`src/gcfam_pkg.sv`:
```
// Shared types, constants and helpers for the command framer and acknowledge matcher.
package gcfam_pkg;

    localparam logic [7:0] SYNC_FIRST   = 8'hB5;
    localparam logic [7:0] SYNC_SECOND  = 8'h62;
    localparam logic [7:0] ACK_CLASS    = 8'h05;
    localparam logic [7:0] BAD_RESPONSE = 8'hFF;

    typedef enum logic [1:0] {
        CMD_START   = 2'd0,
        CMD_PAYLOAD = 2'd1,
        CMD_RECEIVE = 2'd2
    } t_command;

    typedef enum logic [7:0] {
        PH_IDLE    = 8'b0000_0001,
        PH_PAYLOAD = 8'b0000_0010,
        PH_SCAN    = 8'b0000_0100,
        PH_CODE    = 8'b0000_1000,
        PH_LEN_LO  = 8'b0001_0000,
        PH_LEN_HI  = 8'b0010_0000,
        PH_CLASS   = 8'b0100_0000,
        PH_IDENT   = 8'b1000_0000
    } t_phase;

    // What kind of result run an accepted item causes
    typedef enum logic [2:0] {
        RUN_NONE     = 3'd0,
        RUN_HDR      = 3'd1,
        RUN_HDR_SUM  = 3'd2,
        RUN_BYTE     = 3'd3,
        RUN_BYTE_SUM = 3'd4,
        RUN_VERDICT  = 3'd5
    } t_run_mode;

    typedef struct packed {
        logic [1:0]  command;
        logic [7:0]  msg_class;
        logic [7:0]  msg_ident;
        logic [15:0] payload_length;
        logic [7:0]  data_byte;
    } t_cmd_item;

    typedef struct packed {
        logic        out_kind;
        logic [7:0]  tx_byte;
        logic        last_of_run;
        logic        response_matched;
        logic [7:0]  response_code;
    } t_result_item;

    typedef struct packed {
        t_run_mode  mode;
        logic [7:0] hdr_class;
        logic [7:0] hdr_ident;
        logic [7:0] len_lo;
        logic [7:0] len_hi;
        logic [7:0] data;
        logic [7:0] sum_a;
        logic [7:0] sum_b;
        logic       matched;
        logic [7:0] code;
    } t_run;

    function automatic logic [2:0] run_last(input t_run_mode mode);
        logic [2:0] last;
        case (mode)
            RUN_HDR:      last = 3'd5;
            RUN_HDR_SUM:  last = 3'd7;
            RUN_BYTE_SUM: last = 3'd2;
            default:      last = 3'd0;
        endcase
        return last;
    endfunction

    function automatic logic [7:0] ack_pattern(input logic [1:0] idx);
        logic [7:0] b;
        case (idx)
            2'd0:    b = SYNC_FIRST;
            2'd1:    b = SYNC_SECOND;
            default: b = ACK_CLASS;
        endcase
        return b;
    endfunction

endpackage

```
`src/gcfam_frame_ctl.sv`:
```
// Frame and acknowledge state, updated on each accepted item; describes the result run.
module gcfam_frame_ctl (
    input  logic                i_clk,
    input  logic                i_rst_n,
    input  logic                i_accept,
    input  gcfam_pkg::t_cmd_item i_item,
    output gcfam_pkg::t_run     o_run
);
    import gcfam_pkg::*;

    t_phase      r_phase, n_phase;
    logic [7:0]  r_sum_a, n_sum_a;
    logic [7:0]  r_sum_b, n_sum_b;
    logic [7:0]  r_saved_class, n_saved_class;
    logic [7:0]  r_saved_ident, n_saved_ident;
    logic [15:0] r_bytes_left, n_bytes_left;
    logic [1:0]  r_pattern_index, n_pattern_index;
    logic [7:0]  r_held_code, n_held_code;
    logic        r_class_ok, n_class_ok;

    logic [7:0]  len_lo, len_hi;
    logic [7:0]  hdr_a, hdr_b;
    logic [7:0]  pay_a, pay_b;
    logic        ident_ok;
    t_run        run;

    assign len_lo = i_item.payload_length[7:0];
    assign len_hi = i_item.payload_length[15:8];

    // Header sums in closed form: A = c+i+l+h, B = 4c+3i+2l+h
    assign hdr_a = i_item.msg_class + i_item.msg_ident + len_lo + len_hi;
    assign hdr_b = {i_item.msg_class[5:0], 2'b00} + {i_item.msg_ident[6:0], 1'b0}
                 + i_item.msg_ident + {len_lo[6:0], 1'b0} + len_hi;

    assign pay_a = r_sum_a + i_item.data_byte;
    assign pay_b = r_sum_b + pay_a;

    assign ident_ok = r_class_ok && (i_item.data_byte == r_saved_ident);

    always_comb begin
        n_phase         = r_phase;
        n_sum_a         = r_sum_a;
        n_sum_b         = r_sum_b;
        n_saved_class   = r_saved_class;
        n_saved_ident   = r_saved_ident;
        n_bytes_left    = r_bytes_left;
        n_pattern_index = r_pattern_index;
        n_held_code     = r_held_code;
        n_class_ok      = r_class_ok;

        run           = '0;
        run.mode      = RUN_NONE;
        run.hdr_class = i_item.msg_class;
        run.hdr_ident = i_item.msg_ident;
        run.len_lo    = len_lo;
        run.len_hi    = len_hi;
        run.data      = i_item.data_byte;

        if (i_accept) begin
            case (i_item.command)
                CMD_START: begin
                    n_saved_class = i_item.msg_class;
                    n_saved_ident = i_item.msg_ident;
                    n_bytes_left  = i_item.payload_length;
                    n_sum_a       = hdr_a;
                    n_sum_b       = hdr_b;
                    run.sum_a     = hdr_a;
                    run.sum_b     = hdr_b;
                    if (i_item.payload_length == 16'd0) begin
                        run.mode        = RUN_HDR_SUM;
                        n_phase         = PH_SCAN;
                        n_pattern_index = 2'd0;
                    end else begin
                        run.mode = RUN_HDR;
                        n_phase  = PH_PAYLOAD;
                    end
                end
                CMD_PAYLOAD: begin
                    if (r_phase == PH_PAYLOAD) begin
                        n_sum_a      = pay_a;
                        n_sum_b      = pay_b;
                        n_bytes_left = r_bytes_left - 16'd1;
                        run.sum_a    = pay_a;
                        run.sum_b    = pay_b;
                        if (r_bytes_left == 16'd1) begin
                            run.mode        = RUN_BYTE_SUM;
                            n_phase         = PH_SCAN;
                            n_pattern_index = 2'd0;
                        end else begin
                            run.mode = RUN_BYTE;
                        end
                    end
                end
                CMD_RECEIVE: begin
                    case (r_phase)
                        PH_SCAN: begin
                            // advance only on a match, never fall back
                            if (i_item.data_byte == ack_pattern(r_pattern_index)) begin
                                if (r_pattern_index == 2'd2) begin
                                    n_pattern_index = 2'd0;
                                    n_phase         = PH_CODE;
                                end else begin
                                    n_pattern_index = r_pattern_index + 2'd1;
                                end
                            end
                        end
                        PH_CODE: begin
                            n_held_code = i_item.data_byte;
                            n_phase     = PH_LEN_LO;
                        end
                        PH_LEN_LO: n_phase = PH_LEN_HI;
                        PH_LEN_HI: n_phase = PH_CLASS;
                        PH_CLASS: begin
                            n_class_ok = (i_item.data_byte == r_saved_class);
                            n_phase    = PH_IDENT;
                        end
                        PH_IDENT: begin
                            run.mode    = RUN_VERDICT;
                            run.matched = ident_ok;
                            run.code    = ident_ok ? r_held_code : BAD_RESPONSE;
                            n_phase     = PH_IDLE;
                            n_class_ok  = 1'b0;
                        end
                        default: ;
                    endcase
                end
                default: ;
            endcase
        end
    end

    assign o_run = run;

    always_ff @(posedge i_clk) begin
        if (!i_rst_n) begin
            r_phase         <= PH_IDLE;
            r_sum_a         <= '0;
            r_sum_b         <= '0;
            r_saved_class   <= '0;
            r_saved_ident   <= '0;
            r_bytes_left    <= '0;
            r_pattern_index <= '0;
            r_held_code     <= '0;
            r_class_ok      <= 1'b0;
        end else begin
            r_phase         <= n_phase;
            r_sum_a         <= n_sum_a;
            r_sum_b         <= n_sum_b;
            r_saved_class   <= n_saved_class;
            r_saved_ident   <= n_saved_ident;
            r_bytes_left    <= n_bytes_left;
            r_pattern_index <= n_pattern_index;
            r_held_code     <= n_held_code;
            r_class_ok      <= n_class_ok;
        end
    end

`ifndef SYNTHESIS
    a_payload_count: assert property (@(posedge i_clk) disable iff (!i_rst_n)
        (r_phase == PH_PAYLOAD) |-> (r_bytes_left != 16'd0))
        else $error("payload phase with no bytes left");

    a_pattern_range: assert property (@(posedge i_clk) disable iff (!i_rst_n)
        r_pattern_index != 2'd3)
        else $error("pattern index out of range");
`endif

endmodule

```
`src/gcfam_emitter.sv`:
```
// Pending run slot, active run register and result sequencing onto the output channel.
module gcfam_emitter (
    input  logic                    i_clk,
    input  logic                    i_rst_n,
    input  logic                    i_run_valid,
    input  gcfam_pkg::t_run         i_run,
    output logic                    o_take_ready,
    output logic                    o_valid,
    input  logic                    i_ready,
    output gcfam_pkg::t_result_item o_item
);
    import gcfam_pkg::*;

    logic       r_pend_valid;
    t_run       r_pend;
    logic       r_act_valid;
    t_run       r_act;
    logic [2:0] r_idx;

    logic       at_last;
    logic       act_done;
    logic       act_free;
    logic       pend_move;
    t_result_item item;

    assign at_last   = (r_idx == run_last(r_act.mode));
    assign act_done  = r_act_valid && i_ready && at_last;
    assign act_free  = !r_act_valid || act_done;
    assign pend_move = r_pend_valid && act_free;

    assign o_take_ready = !r_pend_valid || act_free;
    assign o_valid      = r_act_valid;

    always_ff @(posedge i_clk) begin
        if (!i_rst_n) begin
            r_pend_valid <= 1'b0;
            r_act_valid  <= 1'b0;
            r_idx        <= '0;
        end else begin
            if (i_run_valid) begin
                r_pend_valid <= 1'b1;
            end else if (pend_move) begin
                r_pend_valid <= 1'b0;
            end

            if (pend_move) begin
                r_act_valid <= 1'b1;
                r_idx       <= '0;
            end else if (act_done) begin
                r_act_valid <= 1'b0;
                r_idx       <= '0;
            end else if (r_act_valid && i_ready) begin
                r_idx <= r_idx + 3'd1;
            end
        end
    end

    always_ff @(posedge i_clk) begin
        if (i_run_valid) begin
            r_pend <= i_run;
        end
        if (pend_move) begin
            r_act <= r_pend;
        end
    end

    always_comb begin
        item             = '0;
        item.last_of_run = at_last;
        case (r_act.mode)
            RUN_HDR, RUN_HDR_SUM: begin
                case (r_idx)
                    3'd0:    item.tx_byte = SYNC_FIRST;
                    3'd1:    item.tx_byte = SYNC_SECOND;
                    3'd2:    item.tx_byte = r_act.hdr_class;
                    3'd3:    item.tx_byte = r_act.hdr_ident;
                    3'd4:    item.tx_byte = r_act.len_lo;
                    3'd5:    item.tx_byte = r_act.len_hi;
                    3'd6:    item.tx_byte = r_act.sum_a;
                    default: item.tx_byte = r_act.sum_b;
                endcase
            end
            RUN_BYTE, RUN_BYTE_SUM: begin
                case (r_idx)
                    3'd0:    item.tx_byte = r_act.data;
                    3'd1:    item.tx_byte = r_act.sum_a;
                    default: item.tx_byte = r_act.sum_b;
                endcase
            end
            RUN_VERDICT: begin
                item.out_kind         = 1'b1;
                item.response_matched = r_act.matched;
                item.response_code    = r_act.code;
            end
            default: ;
        endcase
    end

    assign o_item = item;

`ifndef SYNTHESIS
    a_idx_idle: assert property (@(posedge i_clk) disable iff (!i_rst_n)
        !r_act_valid |-> (r_idx == 3'd0))
        else $error("result index moved with no active run");

    a_idx_range: assert property (@(posedge i_clk) disable iff (!i_rst_n)
        r_act_valid |-> (r_idx <= run_last(r_act.mode)))
        else $error("result index beyond end of run");

    a_pend_to_act: assert property (@(posedge i_clk) disable iff (!i_rst_n)
        pend_move |=> r_act_valid)
        else $error("pending run lost on transfer");
`endif

endmodule

```
`src/gps_command_framer_ack_matcher.sv`:
```
// Top level of the command framer with acknowledge matcher.
//
// Input channel (i_in_valid / o_in_ready / i_in_item) takes commands: start a
// frame, a payload byte to send, or a byte received from the GPS receiver.
// Output channel (o_out_valid / i_out_ready / o_out_item) gives transmit bytes
// and response verdicts, last_of_run marking the final result of each item.
// Frame and checksum state update in the cycle an item is accepted; the
// item's result run sits in a one-deep pending slot, then moves to the active
// run register, which drives the output one result per cycle while
// i_out_ready is high. An item's first result is valid only once its run
// has passed through the pending slot into the active run register.
// Throughput: one item per cycle while each causes at most one result and
// the receiver is ready; a start holds the output for 6 results (8 with
// an empty payload) and the closing payload byte for 3, set by the
// one-result-per-cycle output. Items causing no result queue no run.
// Reset (synchronous, active low) returns to idle and discards queued runs.
// When the receiver stalls, the current result holds and one further item is
// still taken into the pending slot; o_in_ready then drops until it drains.
module gps_command_framer_ack_matcher (
    input  logic                    i_clk,
    input  logic                    i_rst_n,
    input  logic                    i_in_valid,
    output logic                    o_in_ready,
    input  gcfam_pkg::t_cmd_item    i_in_item,
    output logic                    o_out_valid,
    input  logic                    i_out_ready,
    output gcfam_pkg::t_result_item o_out_item
);
    import gcfam_pkg::*;

    logic accept;
    t_run run;
    logic run_valid;

    assign accept    = i_in_valid && o_in_ready;
    assign run_valid = accept && (run.mode != RUN_NONE);

    gcfam_frame_ctl u_ctl (
        .i_clk    (i_clk),
        .i_rst_n  (i_rst_n),
        .i_accept (accept),
        .i_item   (i_in_item),
        .o_run    (run)
    );

    gcfam_emitter u_emit (
        .i_clk        (i_clk),
        .i_rst_n      (i_rst_n),
        .i_run_valid  (run_valid),
        .i_run        (run),
        .o_take_ready (o_in_ready),
        .o_valid      (o_out_valid),
        .i_ready      (i_out_ready),
        .o_item       (o_out_item)
    );

endmodule

```
`config.mk`:
```
export PLATFORM = sky130hd
export DESIGN_NAME = gps_command_framer_ack_matcher
export DESIGN_NICKNAME = d
export VERILOG_FILES = /design/src/gcfam_pkg.sv /design/src/gcfam_frame_ctl.sv /design/src/gcfam_emitter.sv /design/src/gps_command_framer_ack_matcher.sv
export SDC_FILE = /design/constraint.sdc
export NUM_CORES = 1
export LEC_CHECK = 0
export BUFFER_PORTS_ARGS = -buffer_cell sky130_fd_sc_hd__buf_4
export CORE_ASPECT_RATIO = 1.5
export CORE_MARGIN = 2
export CORE_UTILIZATION = 30
export DETAILED_ROUTE_END_ITERATION = 8
export GPL_TIMING_DRIVEN = 0
export HOLD_SLACK_MARGIN = 0.15
export PLACE_DENSITY_LB_ADDON = 0.3
export SLEW_MARGIN = 5
export SYNTH_ARGS = -nofsm -noshare
export SYNTH_HDL_FRONTEND = slang
export SYNTH_SLANG_ARGS = --single-unit
```
`constraint.sdc`:
```
create_clock -name i_clk -period 7.7 [get_ports i_clk]
set_clock_uncertainty 0.15 [all_clocks]
set_input_delay 0.77 -clock i_clk [delete_from_list [all_inputs] [get_ports i_clk]]
set_output_delay 0.77 -clock i_clk [all_outputs]
set_load 0.005 [all_outputs]
```
==> qor.csv, run 1 <==
stage,metric,value,unit
critical_path,worst-path fanout max,10,
cts,"CTS clk-pin slew, worst paths",0.06,ns
cts,TritonCTS buffer count,20,
critical_path,worst r2r src,u_emit.r_act[65]$_DFFE_PP_,
min_path,Min-Delay Endpoint,u_emit.r_act[31]$_DFFE_PP_,
cts,# resized after CTS,0,
logic_synthesis,Syn Inst Count,1003,
power,Overall Power,2.77,mW
detailed_routing,DRC,0,
cts,Clock Latency Late Sink,0.51,ns
final_layout,fill count,3583,
logic_synthesis,most common cell in the netlist,edfxtp_1,
logic_synthesis,"top cells by area, synth","edfxtp_1, dfxtp_1, fa_1",
final_layout,fin cells,1585,
detailed_routing,Final ANT Viol Nets,0,
logic_synthesis,Syn Area/Cell,10.8,sq um
grt,largest net degree at the start of global routing,34,
logic_synthesis,register area share after synthesis,50.9,%
floorplanning,IO Count,67,
timing,normalized max-slew margin,31.8,%
timing,post-layout minimum cycle time,4.07,ns
final_layout,share of cells above drive strength 1,11.5,%
grt,vias in the first global route,8155,
grt,GR Util met3,1.47,%
placement,IO buf count,65,
logic_synthesis,area share of the largest cell type after synthesis,37.6,%
placement,GPL Wtd Cong,0.899,
detailed_routing,WL/cell,19.9,um
timing,highest clock rate,246,MHz
cts,hold_buf cts,0,
final_layout,Layout Nets,1213,
grt,GR met2 Demand/Resource,32.3,%
grt,busiest grt layer,met2,
grt,GRT overflow,0,
placement,placed cell area,12100,sq um
floorplanning,Die ar.,37800,sq um
logic_synthesis,"top cells by count, synth","edfxtp_1, nor2_1, inv_1, dfxtp_1, a21oi_1",
job,Max-cap violations,0,
min_path,min-delay src,u_emit.r_pend[31]$_DFFE_PP_,
placement,placed cells,1552,
critical_path,WP data arrival,3.15,ns
cts,Root Buffer,clkbuf_16,
floorplanning,starting density of the core,30.3,%
final_layout,diodes inserted,0,
detailed_routing,vias per cell,4.98,
detailed_routing,Vias,7891,
logic_synthesis,Netlist cell types,67,
logic_synthesis,async set or reset register ratio after synthesis,0,%
logic_synthesis,Post-synth EDFFs,136,
floorplanning,row cnt,85,
final_layout,Finished Cell Area,12700,sq um
run_status,status,finished clean,
detailed_routing,first drt pass iteration count,5,
logic_synthesis,Synth area leader,edfxtp_1,
final_layout,register area,5530,sq um
cts,Max H-tree Level,1,
logic_synthesis,Synth Flop Type,edfxtp_1,
grt,initial antenna violation count,0,
final_layout,final core utilization,35.5,%
critical_path,crit start category,flip-flop,
timing,fin crit share,52.8,%
power,Lkg Pwr,4.89,nW
grt,GRT met1 Usage,17.3,%
critical_path,Critical Path RT,6.78,ns
floorplanning,die height,237,um
cts,Sink Count,208,
timing,RSZ-0062 raised after global routing,no,
power,P per Cell Area,218,nW/um^2
placement,DPL Wire Length,24900,um
detailed_routing,Routed WL,31600,um
power,maximum vdd drop,0.157,mV
critical_path,cell count of the worst reg-to-reg path,10,
min_path,Hold WC Path Type,reg -> reg,
min_path,Worst Hold Path Cells,0,
critical_path,Critical Path Sink Type,primary output,
timing,final hold viol count,0,
timing,Final setup viols,0,
critical_path,CP Class,reg -> out,
logic_synthesis,Yosys reg bits,208,
floorplanning,Die W,159,um
final_layout,P&R area growth vs syn,17.0,%
floorplanning,CORE AREA,35800,sq um
critical_path,Crit Reg-Reg Endpoint,u_emit.r_pend[48]$_DFFE_PP_,
critical_path,r2r setup slk,3.85,ns
logic_synthesis,Ys Warns,0,
detailed_routing,DRT iter0 DRCs,552,
logic_synthesis,Mapped Area,10900,sq um
logic_synthesis,syn nets,1120,
grt,overall routing resource usage,16.8,%
grt,first-pass GRT wire length,47900,um
cts,postcts setup bufs,0,
timing,worst-margin pin slew,1.02,ns
cts,maximum clock insertion buffer count,3,
timing,max-slew violations,0,
cts,CTS tree,done,
final_layout,multi-input logic area,4830,sq um
timing,setup tns final,0,ns
-- critical path, cell delays in order (launching register included) --
cell and delay (ns):
dfxtp_1 0.29, buf_2 0.19, inv_1 0.22, ha_1 0.19
clkbuf_1 0.41, or4_1 0.19, clkbuf_1 0.37, nand3_1 0.28
a21oi_1 0.20, o22ai_1 0.12, buf_4 0.18
-- final cells by class --
type,instances,area share (%)
multi-input combinational,663,38.0
sequential,208,43.5
tap,478,4.70
timing repair buffer,71,4.62
inverter,84,2.48
buffer,48,1.74
clock inverter,9,0.817
clock buffer,24,4.22
-- flip-flops by register name (all words and copies together) (netlist names), 3 cells and up --
signal               cells
u_ctl.r_phase            8
u_ctl.r_sum_b            8
u_ctl.r_bytes_left      16
u_ctl.r_sum_a            8
u_ctl.r_saved_ident      8
u_ctl.r_held_code        8
u_emit.r_act            68
u_emit.r_pend           68
u_ctl.r_saved_class      8
u_emit.r_idx             3
-- layer usage --
layer	routed length [um]	vias up	part of all wire, %
met2	17100	187	54
li1	-	3778	-
met5	0	-	0
met1	11400	3847	36
met3	958	79	3.0
met4	2110	0	6.7
-- cells by family (layout without fill, tap and decap cells) --
kind of cell / after synthesis / in the layout / share of synthesized area (%)
and+or+nand+nor: 273 / 273 / 12.3
AOI/OAI and AO/OA: 230 / 230 / 13.6
DFF: 208 / 208 / 50.9
buffers and inverters: 132 / 236 / 4.94
adders and majority gates: 72 / 72 / 10.6
xor gates and xnor gates: 46 / 46 / 3.84
muxes: 42 / 42 / 3.93
-- metrics by stage --
stage / hold slack (ns) / worst slack (ns)
2_1_floorplan: 0.250 / 2.63
3_3_place_gp: 0.251 / 0.847
3_5_place_dp: 0.255 / 3.25
4_1_cts: 0.265 / 3.60
5_1_grt: 0.271 / 3.44
6_report: 0.262 / 3.63
-- layout by cell type, fill, tap and decap left out, types with 33 or more instances in the layout --
master / instances
ha_1: 37
dfxtp_1: 72
mux2i_1: 37
o21ai_0: 58
a21oi_1: 59
clkbuf_1: 33
edfxtp_1: 136
nor2_1: 98
nand2_1: 56
fa_1: 34
inv_1: 82
buf_4: 69
-- worst max path at each step --
stage                                       startpoint                               to  slack, ns  cells after the start
final                     u_emit.r_idx[2]$_SDFFE_PP0P_                   o_out_item[13]       3.63                     10
after CTS                 u_emit.r_idx[2]$_SDFFE_PP0P_                   o_out_item[13]       3.60                     10
after global routing      u_emit.r_idx[2]$_SDFFE_PP0P_                   o_out_item[13]       3.44                     10
after detailed placement                 i_in_item[10]  u_emit.r_pend[16]$_SDFFCE_PN0P_       3.25                     13
after global placement                     i_out_ready      u_emit.r_pend[45]$_DFFE_PP_       0.85                      6
after floorplan             u_emit.r_act[65]$_DFFE_PP_   u_emit.r_pend[0]$_SDFFCE_PN0P_       2.63                      6
-- power by group --
| part | total (mW) | internal [mW] | leakage [nW] | switching [mW] |
|---|---|---|---|---|
| Sequential | 1.23 | 1.22 | 1.80 | 0.0154 |
| Combinational | 0.554 | 0.216 | 2.78 | 0.338 |
| Clock | 0.988 | 0.565 | 0.304 | 0.423 |
| Total | 2.77 | 2.00 | 4.89 | 0.776 |
Note: power is estimated with default switching activity, not from simulation.
==> inputs of run 2 (changes only) <==
Settings changed: ABC_AREA set to 1.
Clock period 7.7 ns to 3.6 ns, I/O delays scaled along.
==> run 2 against run 1 <==
Effect of this change: die area up 5.7%; design area grew 8.8%; final cell count up 24%; register-to-register slack worse by 3.5 ns; core utilization up 1.2 points; combinational power grew to 2.7 times the previous value; first-iteration DRC count grew 14%; sequential power rose by 120%; clock-buffer cell count fell by 1; wire length increased by 9.6%; clock power grew 120%; critical endpoint is now u_emit.r_pend[16]$_SDFFCE_PN0P_; largest power group unchanged; highest routed layer unchanged.
==> qor.csv, run 2 <==
stage,metric,value,unit,change
logic_synthesis,"top cells by area, synth","edfxtp_1, dfxtp_1, nand2_1",,
floorplanning,die height,244,um,+2.8%
logic_synthesis,Mapped Area,11500,sq um,+5.9%
detailed_routing,WL met2,18900,um,+11%
critical_path,worst-path fanout max,3,,-7
detailed_routing,Routed WL,34600,um,+9.6%
logic_synthesis,async set or reset register ratio after synthesis,0,%,unchanged
timing,RSZ-0062 raised after global routing,no,,
power,Lkg Pwr,5.83,nW,+19%
logic_synthesis,Yosys reg bits,208,,unchanged
detailed_routing,WL/cell,17.6,um,-12%
placement,IO buf count,64,,-1.5%
grt,overall routing resource usage,17.4,%,+0.63 points
logic_synthesis,"top cells by count, synth","nand2_1, inv_1, nor2_1, edfxtp_1, nand3_1",,
critical_path,Critical Path Sink Type,flip-flop,,
floorplanning,starting density of the core,30.5,%,+0.22 points
grt,GRT overflow,0,,unchanged
logic_synthesis,Syn Area/Cell,8.60,sq um,-21%
logic_synthesis,most common cell in the netlist,nand2_1,,
logic_synthesis,Synth area leader,edfxtp_1,,
final_layout,diodes inserted,0,,unchanged
timing,fin crit share,96.2,%,
final_layout,fin cells,1970,,+24%
critical_path,WP data arrival,3.64,ns,+0.49 ns
detailed_routing,DR WL met3,1110,um,+16%
final_layout,register area,5530,sq um,unchanged
run_status,status,finished clean,,
critical_path,crit start category,input pin,,
logic_synthesis,Post-synth EDFFs,136,,unchanged
detailed_routing,Final ANT Viol Nets,0,,unchanged
timing,Final setup viols,0,,unchanged
detailed_routing,DRT iter0 DRCs,627,,+14%
final_layout,fill count,3883,,+8.4%
detailed_routing,first drt pass iteration count,8,,+3
job,Max-cap violations,0,,unchanged
timing,final hold viol count,0,,unchanged
final_layout,share of cells above drive strength 1,10.5,%,-0.94 points
detailed_routing,Vias,9385,,+19%
cts,CTS tree,done,,
logic_synthesis,Synth Flop Type,edfxtp_1,,
floorplanning,CORE AREA,37700,sq um,+5.1%
power,P per Cell Area,459,nW/um^2,+110%
logic_synthesis,area share of the largest cell type after synthesis,35.5,%,-2.1 points
detailed_routing,vias per cell,4.76,,-4.3%
cts,Clock Latency Late Sink,0.51,ns,about the same
final_layout,Finished Cell Area,13800,sq um,+8.8%
cts,Max H-tree Level,1,,unchanged
min_path,Hold WC Path Type,in -> reg,,
placement,GPL Wtd Cong,0.947,,+5.4%
final_layout,most frequent cells in the layout,"nand2_1, inv_1, nor2_1",,
logic_synthesis,Ys Warns,0,,unchanged
grt,largest net degree at the start of global routing,57,,+68%
critical_path,CP Class,in -> reg,,
cts,Root Buffer,clkbuf_16,,
timing,normalized max-slew margin,45.6,%,+14 points
placement,DPL Wire Length,27100,um,+8.8%
power,maximum vdd drop,0.329,mV,+110%
cts,TritonCTS buffer count,20,,unchanged
timing,post-layout minimum cycle time,3.46,ns,
timing,hold slack,0.158,ns,-0.104 ns
logic_synthesis,Netlist cell types,46,,-31%
floorplanning,Die W,164,um,+2.8%
final_layout,"commonest non-fill, non-tap cell in the layout",nand2_1,,
placement,placed cells,1893,,+22%
logic_synthesis,Syn Inst Count,1337,,+33%
detailed_routing,DRC,0,,unchanged
cts,maximum clock insertion buffer count,3,,unchanged
final_layout,P&R area growth vs syn,20.3,%,
logic_synthesis,syn nets,1454,,+30%
cts,Sink Count,208,,unchanged
timing,setup tns final,0,ns,unchanged
floorplanning,IO Count,67,,unchanged
grt,first-pass GRT wire length,52600,um,+10%
detailed_routing,uppermost routed layer,met4,,
timing,highest clock rate,289,MHz,
power,Overall Power,6.35,mW,+130%
timing,max-slew violations,0,,unchanged
grt,initial antenna violation count,0,,unchanged
timing,worst-margin pin slew,0.816,ns,-0.200 ns
final_layout,Layout Nets,1584,,+31%
placement,placed cell area,12700,sq um,+5.1%
floorplanning,Die ar.,39900,sq um,+5.7%
critical_path,Critical Path RT,3.78,ns,-3.00 ns
detailed_routing,met1 wire length,12400,um,+8.6%
floorplanning,row cnt,87,,+2.4%
grt,vias in the first global route,9377,,+15%
final_layout,Largest regs,"u_emit.r_act: 68 flops, u_emit.r_pend: 68 flops, u_ctl.r_bytes_left: 16 flops",,
logic_synthesis,register area share after synthesis,48.0,%,-2.8 points
cts,"CTS clk-pin slew, worst paths",0.06,ns,about the same
final_layout,multi-input logic area,5050,sq um,+4.5%
[run 2: cell types whose count changed after synthesis, sizes merged, moves of 19 or more]
cell and change:
a22oi -19, mux2i -37, nand2 +237, a21oi +25, nor2 +50, nand3 +80, inv +127
[run 2: critical path: stages]
cell and delay, ns:
buf_4 0.12, clkinvlp_4 0.12, fa_1 0.54, inv_1 0.05, fa_1 0.55, fa_1 0.45, ha_2 0.22, fa_2 0.36
nand3_2 0.11, nand3_1 0.08, nand2_1 0.07, nand2_1 0.06, inv_1 0.07, nand3_2 0.09, nand2_1 0.10, nand2_1 0.08
a21oi_2 0.23
[run 2: layout make-up]
| cell class | instances | share of cell area (%) |
|---|---|---|
| sequential | 208 | 40.0 |
| clock inverter | 13 | 0.995 |
| timing repair buffer | 109 | 7.04 |
| multi-input combinational | 877 | 36.5 |
| buffer | 38 | 1.44 |
| tap | 489 | 4.42 |
| inverter | 213 | 5.81 |
| clock buffer | 23 | 3.85 |
[run 2: layer usage]
layer / track usage [%] / vias up
li1: - / 4639
met3: 1.48 / 101
met5: 0 / -
met2: 33.6 / 231
met1: 17.9 / 4414
met4: 10.4 / 0
[run 2: worst paths after layout]
kind                                                     from                            endpoint  slack (ns)  depth (start not counted)
worst max-delay path                            i_in_item[10]     u_emit.r_pend[16]$_SDFFCE_PN0P_        0.14                         17
worst min-delay path                            i_in_item[11]  u_ctl.r_bytes_left[3]$_SDFFE_PN0P_        0.16                          5
worst max register to register  u_ctl.r_sum_a[0]$_SDFFE_PN0P_     u_emit.r_pend[16]$_SDFFCE_PN0P_        0.33                         14
worst min register to register    u_emit.r_pend[43]$_DFFE_PP_          u_emit.r_act[43]$_DFFE_PP_        0.26                          0
[run 2: cells by family (layout without fill, tap and decap cells)]
group                      after synthesis  after routing  share of synthesized area [%]
AOI/OAI and AO/OA                      197            197                           9.65
xor gates and xnor gates                25             25                           1.90
adders and majority gates               71             71                           9.94
buffers and inverters                  252            396                           8.72
DFF                                    208            208                           48.0
and+or+nand+nor                        584            584                           21.7
[run 2: repair_timing]
action,in CTS,in global routing
hold buffers,41,0
pin swaps,0,1
gates resized for setup,1,12
setup buffers,0,1
endpoints found under the setup margin,4,10
hold endpoints to repair,66,0
[run 2: metrics by stage]
step | worst slack, ns | util (%)
final | 0.136 | 36.7
after CTS | 0.0269 | 36.6
after detailed placement | -0.542 | 33.7
after floorplan | 0.0411 | -
after global placement | -0.901 | 33.5
after global routing | 0.00228 | 36.7
[run 2: power breakdown]
part / internal [mW] / total, mW / switching (mW) / leakage, nW
logic: 0.542 / 1.52 / 0.975 / 3.68
clock network: 1.23 / 2.17 / 0.943 / 0.321
registers: 2.62 / 2.67 / 0.0446 / 1.83
==> inputs of run 3 (changes only) <==
Settings changed: CORE_UTILIZATION 30 to 40.
==> run 3 against run 2 <==
Effect of this change: non-clock buffer count is 1 higher; critical path type unchanged; largest cell class unchanged; first-iteration DRC count fell by 5.1%; clock power is essentially flat; via count down 0.21%; sequential power about the same; critical path depth stayed put; total power decreased by 0.28%; die area down 25%; highest routed layer unchanged; wire length is 7.0% lower.
==> qor.csv, run 3 (synthesis gave the netlist of run 2 again) <==
stage,metric,value,unit,change
run_status,status,finished clean,,
min_path,Worst Hold Path Cells,5,,unchanged
timing,fin crit share,95.9,%,-0.28 points
timing,post-layout minimum cycle time,3.45,ns,-0.0100 ns
min_path,Min-Delay Endpoint,u_ctl.r_bytes_left[0]$_SDFFE_PN0P_,,
cts,Sink Count,208,,unchanged
floorplanning,IO Count,67,,unchanged
detailed_routing,DRT iter0 DRCs,595,,-5.1%
critical_path,crit start category,input pin,,
detailed_routing,Vias,9365,,-0.21%
timing,Final setup viols,0,,unchanged
cts,Clock Latency Late Sink,0.51,ns,about the same
placement,DPL Wire Length,24900,um,-8.0%
timing,setup tns final,0,ns,unchanged
final_layout,Finished Cell Area,13700,sq um,-1.3%
critical_path,WP data arrival,3.65,ns,about the same
placement,IO buf count,64,,unchanged
critical_path,CP Class,in -> reg,,
grt,initial antenna violation count,0,,unchanged
detailed_routing,DRC,0,,unchanged
critical_path,worst r2r src,u_ctl.r_sum_a[2]$_SDFFE_PN0P_,,
placement,placed cells,1755,,-7.3%
timing,max-slew violations,0,,unchanged
final_layout,register area,5530,sq um,unchanged
timing,Worst Slack Setup Final,0.146,ns,+0.0100 ns
final_layout,"commonest non-fill, non-tap cell in the layout",nand2_1,,
final_layout,P&R area growth vs syn,18.7,%,
final_layout,Largest regs,"u_emit.r_act: 68 flops, u_emit.r_pend: 68 flops, u_ctl.r_bytes_left: 16 flops",,
final_layout,share of cells above drive strength 1,10.2,%,-0.34 points
power,P per Cell Area,464,nW/um^2,+0.99%
final_layout,fin cells,1833,,-7.0%
floorplanning,die height,212,um,-13%
floorplanning,row cnt,76,,-13%
min_path,Hold WC Path Type,in -> reg,,
grt,GRT overflow,0,,unchanged
floorplanning,starting density of the core,40.3,%,+9.8 points
final_layout,Layout Nets,1585,,+0.063%
power,Overall Power,6.34,mW,-0.28%
power,Lkg Pwr,5.84,nW,+0.18%
floorplanning,CORE AREA,28500,sq um,-24%
critical_path,Critical Path Sink Type,flip-flop,,
timing,highest clock rate,290,MHz,+0.29%
cts,Max H-tree Level,1,,unchanged
detailed_routing,Final ANT Viol Nets,0,,unchanged
min_path,min-delay src,i_in_item[8],,
cts,CTS tree,done,,
grt,overall routing resource usage,21.8,%,+4.4 points
cts,maximum clock insertion buffer count,3,,unchanged
final_layout,final core utilization,47.9,%,+11 points
final_layout,fill count,2719,,-30%
detailed_routing,WL/cell,17.6,um,about the same
grt,vias in the first global route,9239,,-1.5%
placement,Setup WS pre-CTS,-0.491,ns,+0.0507 ns
detailed_routing,vias per cell,5.11,,+7.2%
critical_path,r2r setup slk,0.57,ns,+0.24 ns
timing,final hold viol count,0,,unchanged
final_layout,most frequent cells in the layout,"nand2_1, inv_1, nor2_1",,
detailed_routing,Routed WL,32200,um,-7.0%
critical_path,cell count of the worst reg-to-reg path,16,,+2
timing,hold slack,0.204,ns,+0.0460 ns
cts,"CTS clk-pin slew, worst paths",0.06,ns,about the same
final_layout,diodes inserted,0,,unchanged
cts,Root Buffer,clkbuf_16,,
critical_path,Crit Reg-Reg Endpoint,u_emit.r_pend[15]$_SDFFCE_PN0P_,,
timing,RSZ-0062 raised after global routing,no,,
placement,placed cell area,12500,sq um,-1.4%
final_layout,multi-input logic area,5040,sq um,-0.20%
grt,largest net degree at the start of global routing,53,,-7.0%
detailed_routing,first drt pass iteration count,7,,-1
power,maximum vdd drop,0.279,mV,-15%
critical_path,worst-path fanout max,3,,unchanged
timing,normalized max-slew margin,47.8,%,+2.3 points
critical_path,Critical Path RT,3.80,ns,+0.02 ns
job,Max-cap violations,0,,unchanged
grt,first-pass GRT wire length,50200,um,-4.6%
placement,GPL Wtd Cong,1.00,,+5.7%
floorplanning,Die W,142,um,-13%
floorplanning,Die ar.,30100,sq um,-25%
timing,worst-margin pin slew,0.782,ns,-0.0338 ns
cts,TritonCTS buffer count,20,,unchanged
run 3: how the worst max path moves through the flow:
stage | start | end | slack (ns)
after global placement | u_emit.r_act[66]$_DFFE_PP_ | u_emit.r_act[38]$_DFFE_PP_ | -0.74
final | i_in_item[10] | u_emit.r_pend[16]$_SDFFCE_PN0P_ | 0.15
after CTS | i_in_item[10] | u_emit.r_pend[16]$_SDFFCE_PN0P_ | 0.04
after global routing | i_in_item[2] | u_emit.r_pend[15]$_SDFFCE_PN0P_ | 0.01
after floorplan | u_emit.r_act[66]$_DFFE_PP_ | u_emit.r_act[0]$_DFFE_PP_ | 0.04
after detailed placement | i_in_item[10] | u_emit.r_pend[16]$_SDFFCE_PN0P_ | -0.49
run 3: critical path, stage by stage:
cell	delay (ns)
buf_4	0.10
inv_1	0.11
fa_1	0.56
inv_1	0.06
fa_1	0.55
fa_1	0.44
ha_1	0.25
fa_2	0.37
nand3_2	0.10
nand3_1	0.08
nand2_1	0.07
nand2_1	0.07
inv_1	0.05
nand3_1	0.11
nand2_2	0.12
nand2_1	0.07
a21oi_2	0.19
run 3: per-layer routing:
metal  routed length (um)  vias to the layer above  track usage, %
met5                    0                        -               0
met4                 2360                        0            14.3
met3                 1310                       99            2.19
met2                16600                      253            39.6
met1                11900                     4371            23.9
li1                     -                     4642               -
run 3: layout make-up:
class / instances / area share (%)
sequential: 208 / 40.5
multi-input combinational: 877 / 36.9
timing repair buffer: 110 / 7.20
inverter: 213 / 5.85
clock buffer: 24 / 3.93
tap: 351 / 3.22
buffer: 38 / 1.46
clock inverter: 12 / 0.999
run 3: power by group:
| part | total, mW | switching (mW) | internal, mW |
|---|---|---|---|
| Combinational | 1.51 | 0.961 | 0.547 |
| Clock | 2.16 | 0.931 | 1.23 |
| Sequential | 2.67 | 0.0443 | 2.62 |
run 3: what timing repair did:
item,in CTS,in global routing
setup endpoints to repair,0,9
resized for setup,0,11
hold buffers,42,0
setup buffers,0,1
endpoints found under the hold margin,69,0
